## src/design/tli_pkg.sv

```systemverilog
`default_nettype none

package tli_pkg;

    // default sizes for the top level parameters
    localparam int ROWS_DEFAULT        = 64;
    localparam int FRAC_BITS_DEFAULT   = 16;
    localparam int VALUE_WIDTH_DEFAULT = 32;

    // fixed field widths
    localparam int FIELD_W     = 32;
    localparam int NUM_VALUES  = 5;
    localparam int ROW_INDEX_W = 6;
    localparam int CFG_INDEX_W = 1;
    localparam int CFG_DATA_W  = 7;

    // register indexes
    localparam logic [CFG_INDEX_W-1:0] REG_ATMOSPHERE_MODE = 1'd0;
    localparam logic [CFG_INDEX_W-1:0] REG_ROWS_IN_USE     = 1'd1;

    // item opcodes
    localparam logic OP_LOAD  = 1'b0;
    localparam logic OP_QUERY = 1'b1;

    // search result flags
    typedef struct packed {
        logic zero;
        logic high;
    } flags_t;

endpackage

`default_nettype wire

```

## src/design/tli_div.sv

```systemverilog
`default_nettype none

module tli_div #(
    parameter int FRAC_BITS = tli_pkg::FRAC_BITS_DEFAULT,
    parameter int SIDE_W    = 1
) (
    input  wire logic              clk,
    input  wire logic              rst_n,
    input  wire logic              adv,
    input  wire logic              in_valid,
    input  wire logic [31:0]       x,
    input  wire logic [31:0]       d,
    input  wire logic [SIDE_W-1:0] in_side,
    output logic                   q_valid,
    output logic [FRAC_BITS:0]     q,
    output logic [SIDE_W-1:0]      q_side,
    output logic                   busy
);

    localparam int S = FRAC_BITS + 1;

    logic [S-1:0]       valid_reg;
    logic [32:0]        r_reg [S];
    logic [31:0]        d_reg [S];
    logic [FRAC_BITS:0] q_reg [S];
    logic [SIDE_W-1:0]  side_reg [S];

    logic [32:0]        r_next [S];
    logic [FRAC_BITS:0] q_next [S];

    always_ff @(posedge clk or negedge rst_n)
    begin
        if (!rst_n)
        begin
            valid_reg <= '0;
        end
        else if (adv)
        begin
            valid_reg <= {valid_reg[S-2:0], in_valid};
        end
    end

    // first stage takes the operands
    always_ff @(posedge clk)
    begin
        if (adv)
        begin
            r_reg[0]    <= {1'b0, x};
            d_reg[0]    <= d;
            q_reg[0]    <= '0;
            side_reg[0] <= in_side;
        end
    end

    // one quotient bit per stage, remainder stays below the divisor
    for (genvar s = 0; s < S; s++)
    begin : g_step
        logic [32:0] rr;
        logic        ge;

        if (s == 0)
        begin : g_first
            assign rr = r_reg[s];
        end
        else
        begin : g_rest
            assign rr = {r_reg[s][31:0], 1'b0};
        end

        assign ge        = rr >= {1'b0, d_reg[s]};
        assign r_next[s] = ge ? (rr - {1'b0, d_reg[s]}) : rr;
        assign q_next[s] = {q_reg[s][FRAC_BITS-1:0], ge};

        if (s < S - 1)
        begin : g_reg
            always_ff @(posedge clk)
            begin
                if (adv)
                begin
                    r_reg[s+1]    <= r_next[s];
                    d_reg[s+1]    <= d_reg[s];
                    q_reg[s+1]    <= q_next[s];
                    side_reg[s+1] <= side_reg[s];
                end
            end
        end
    end

    assign q_valid = valid_reg[S-1];
    assign q       = q_next[S-1];
    assign q_side  = side_reg[S-1];
    assign busy    = |valid_reg;

endmodule

`default_nettype wire

```

## config.mk

```make
export PLATFORM = sky130hd
export DESIGN_NAME = tli_div
export DESIGN_NICKNAME = d
export VERILOG_FILES = /design/src/design/tli_pkg.sv /design/src/design/tli_div.sv
export SDC_FILE = /design/constraint.sdc
export NUM_CORES = 2
export LEC_CHECK = 0
export BUFFER_PORTS_ARGS = -buffer_cell sky130_fd_sc_hd__buf_2
export CAP_MARGIN = 0
export CORE_MARGIN = 2
export CORE_UTILIZATION = 64
export DETAILED_ROUTE_END_ITERATION = 6
export MAX_ROUTING_LAYER = met4
export PLACE_DENSITY = 0.91
export SKIP_LAST_GASP = 1
export SLEW_MARGIN = 20
export SYNTH_ARGS = -nofsm -noshare
export SYNTH_HDL_FRONTEND = slang
export SYNTH_SLANG_ARGS = --single-unit
```

## constraint.sdc

```tcl
create_clock -name clk -period 3.8 [get_ports clk]
set_input_delay 0.38 -clock clk [delete_from_list [all_inputs] [get_ports clk]]
set_output_delay 0.38 -clock clk [all_outputs]
set_load 0.05 [all_outputs]
```

==> reports/summary.txt <==
design area: 83000 um2
Setup-failing EPs final: 0
Final WS setup: 0.0474 ns
half-perimeter wire length after placement: 143000 um
Layout area overhead: 13.5%
status: finished, violations left
Hold Fails Final Rpt: 0
Crit path required time: 4.27 ns
complex-gate fraction of the synthesized area: 16.1%
Clock Tree Buf Depth: 3
crit path time final: 3.75 ns
TritonCTS clock tree: yes
relative slew slack: 44.0%
Total GRT Usage: 33.1%
PortBufs: 88
area occupied by multi-input gates: 32400 um2
main combinational cell family by area after synthesis: compound AO/OA/AOI/OAI gates
fin. max-slew vios: 0
Congestion Overflow GR: 0
Reg2Reg Setup Slack: 0.05 ns
CTS clk-pin slew, worst paths: 0.06 ns
VDD IR-drop max: 0.000497 V
H-tree depth: 4
global-route wire length before repair: 291000 um
Place WS: -0.363 ns
Overall Power: 72.1 mW
CTS Root Cell: clkbuf_16
chip height: 342 um
die area: 117000 um2
max incr delay on CP: 0.43 ns
nets@finish: 7799
proportion of layout cells with a drive suffix above 1: 12.1%
Antenna Violating Nets Remaining: 0
Post-synth EDFFs: 1241
critical path's most frequent cell: buf_4
Critical R2R Launch: r_reg[0][330]
Max Cap Viol: 0
asr flop ratio synth: 1.35%
ANT cells: 0
DR pass1 iterations: 7
routed vias: 54.4k
xor and xnor fraction of the mapped netlist area: 5.03%
Yosys reg bits: 1258
1st-iter DRT viols: 4095
Critical R2R Capture: r_reg[0][377]
TritonCTS Buffers: 137
CTS sink cnt: 1258
Synth Flop Type: edfxtp_1
pin count of the biggest net entering global routing: 129
Synth Area per Inst: 10.9 um2
Site Rows: 124
Max Clock Skew: 0.0226 ns
Mapped Cells: 6736
Worst EP arrival: 4.23 ns
antenna violations before repair: 0
ranking of synthesized cells by area: edfxtp_1 51%, ha_1 9.3%, a21oi_1 3.7%, inv_1 3.5%, o21ai_0 3.2%
kind of critical path: reg -> reg
leading area contributor after synthesis: edfxtp_1
Post-Synth Adder-Cell Area: 9.72%
RSZ-0062 raised after global routing: yes
Routed WL: 193000 um
Fill cells: 7551
GPL Wtd Cong: 1.08
register area: 37700 um2
failing checks: design-rule violations
vias in the first global route: 55.1k
DRC errors left: 1
Worst Setup Start Kind: register
Static Leak: 35.0 nW
Cell variety after synth: 89
I/O pin cnt: 89
CP Max Fanout: 20
width of the die: 342 um
core area: 114000 um2
Least-Margin Pin Slew: 0.836 ns
Area after DPL: 77500 um2
Synth top area share: 50.9%
slowest CP cell: a2111oi_2
simple-gate share of the synthesized area: 10.0%
Synth Warn #: 0
register area share after synthesis: 51.5%
routed len/inst: 22.0 um
via/cell ratio: 6.19
multiplexer share of the synthesized area: 2.85%
crit share post-route: 98.8%
Syn Std Cell Area: 73200 um2
CP Cell Sequence: ha_1 > nor2b_1 > o21ai_1 > a21oi_2 > buf_4 > o2111ai_2 > a2111oi_2 > nor2_1 > buf_4 > o41ai_4 > buf_4 > a41oi_4 > buf_12 > buf_4 > nand2_1 > o21ai_0
Peak Freq: 266 MHz
R2R depth: 16
Worst-Skew Late Latency: 0.76 ns
syn_nets: 7364
HP Class: in -> async
Initial Util: 64.2%
Setup crit end kind: register
PwrDens: 868 nW/um2
Final Util: 72.9%
## layout by cell type (no fill, tap or decap), drive strengths merged, types with 51 or more instances in the layout
cell         count
a21o           301
clkinv          51
nand4           94
nor3            72
nor2b           70
xnor2          228
nand2b          63
o21bai          64
o21ai          481
o21a            84
a31oi           56
clkbuf         175
a21oi          546
xor2           192
ha             543
edfxtp        1241
nand2          522
nand3          118
buf            430
inv            700
nor2           400
mux2           170
dlygate4sd3     67
## power breakdown
| group | total [mW] | switching (mW) | internal, mW |
|---|---|---|---|
| Clock | 13.0 | 5.44 | 7.53 |
| Combinational | 36.2 | 20.6 | 15.6 |
| Sequential | 23.0 | 2.34 | 20.6 |
## cell type report
type                       instances  share of cell area, %
multi-input combinational       4583                   39.0
tap                             1512                   2.28
timing repair buffer             501                   5.02
inverter                         690                   3.12
clock inverter                    78                  0.812
clock buffer                     171                   4.41
sequential                      1258                   45.4
## worst max-delay path: cells and delay by family, from the launching register on
| family | cells | cell delay, ns |
|---|---|---|
| flip-flops | 1 | 0.41 |
| buffers and inverters | 5 | 0.89 |
| AND/OR/NAND/NOR | 3 | 0.32 |
| AO/OA/AOI/OAI | 7 | 1.47 |
| adder cells (fa/ha/maj) | 1 | 0.35 |
## cell usage after synthesis, types with 15 or more instances
| cell type | n |
|---|---|
| a211o_1 | 20 |
| a21oi_1 | 545 |
| nand3_1 | 118 |
| o31a_1 | 18 |
| a221oi_1 | 16 |
| and3_1 | 45 |
| clkbuf_1 | 153 |
| and2_1 | 25 |
| o31ai_1 | 44 |
| a2111oi_0 | 19 |
| or2_2 | 16 |
| nor2b_1 | 70 |
| mux2_4 | 27 |
| dfrtp_1 | 17 |
| ha_1 | 543 |
| o21a_1 | 84 |
| nand2b_1 | 63 |
| nor2_1 | 400 |
| nand2_1 | 522 |
| nor4_1 | 24 |
| o21ai_1 | 15 |
| xor2_1 | 192 |
| or3_1 | 28 |
| o21ai_0 | 465 |
| a211oi_1 | 44 |
| buf_2 | 30 |
| o211ai_1 | 32 |
| edfxtp_1 | 1241 |
| o21bai_1 | 64 |
| xnor2_1 | 228 |
| a31oi_1 | 56 |
| nand4_1 | 94 |
| nor3_1 | 72 |
| buf_4 | 18 |
| a21boi_0 | 26 |
| inv_1 | 690 |
| fa_1 | 16 |
| mux2_2 | 141 |
| a21o_1 | 299 |
## kinds of logic (layout without fill, tap and decap cells)
| family | Yosys count | after routing |
|---|---|---|
| mux | 177 | 177 |
| compound gates | 1875 | 1876 |
| flops | 1258 | 1258 |
| simple gates | 1551 | 1551 |
| xor+xnor | 420 | 420 |
| fa+ha+maj | 559 | 559 |
| buf+inv | 896 | 1440 |
## how the worst max path moves through the flow
stage / start / to / slack [ns]
after floorplan: r_reg[0][104] / r_reg[0][137] / 0.32
after global placement: r_reg[0][274] / r_reg[0][326] / -0.19
after detailed placement: r_reg[0][274] / r_reg[0][323] / -0.36
after CTS: d_reg[0][267] / r_reg[0][323] / -0.03
after global routing: d_reg[0][482] / r_reg[1][31] / -0.13
final: r_reg[0][330] / r_reg[0][377] / 0.05
## layer usage
| metal | routed length (um) | part of all wire (%) | global-route usage [%] | vias up |
|---|---|---|---|---|
| met5 | 0 | 0 | - | - |
| met4 | 18900 | 9.8 | 26.5 | 0 |
| met3 | 9030 | 4.7 | 4.32 | 818 |
| met2 | 103000 | 53 | 60.8 | 2145 |
| met1 | 62800 | 33 | 30.4 | 26000 |
| li1 | - | - | - | 25500 |
## metrics by stage
step / std cells / hold slack (ns) / setup TNS [ns]
4_1_cts: 8776 / 0.0601 / -0.0267
3_5_place_dp: 8456 / 0.315 / -9.52
2_1_floorplan: 6736 / 0.0844 / 0
5_1_grt: 8793 / 0.110 / -1.04
3_3_place_gp: 8456 / 0.299 / -3.29
6_report: 8793 / 0.112 / 0
## what timing repair did
action / in CTS / in global routing
gates cloned: 0 / 6
hold buffers: 67 / 0
setup endpoints to repair: 91 / 324
pin swaps: 2 / 17
setup buffers: 4 / 11
endpoints found under the hold margin: 83 / 0
resized for setup: 15 / 49
Note: power is estimated with default switching activity, not from simulation.
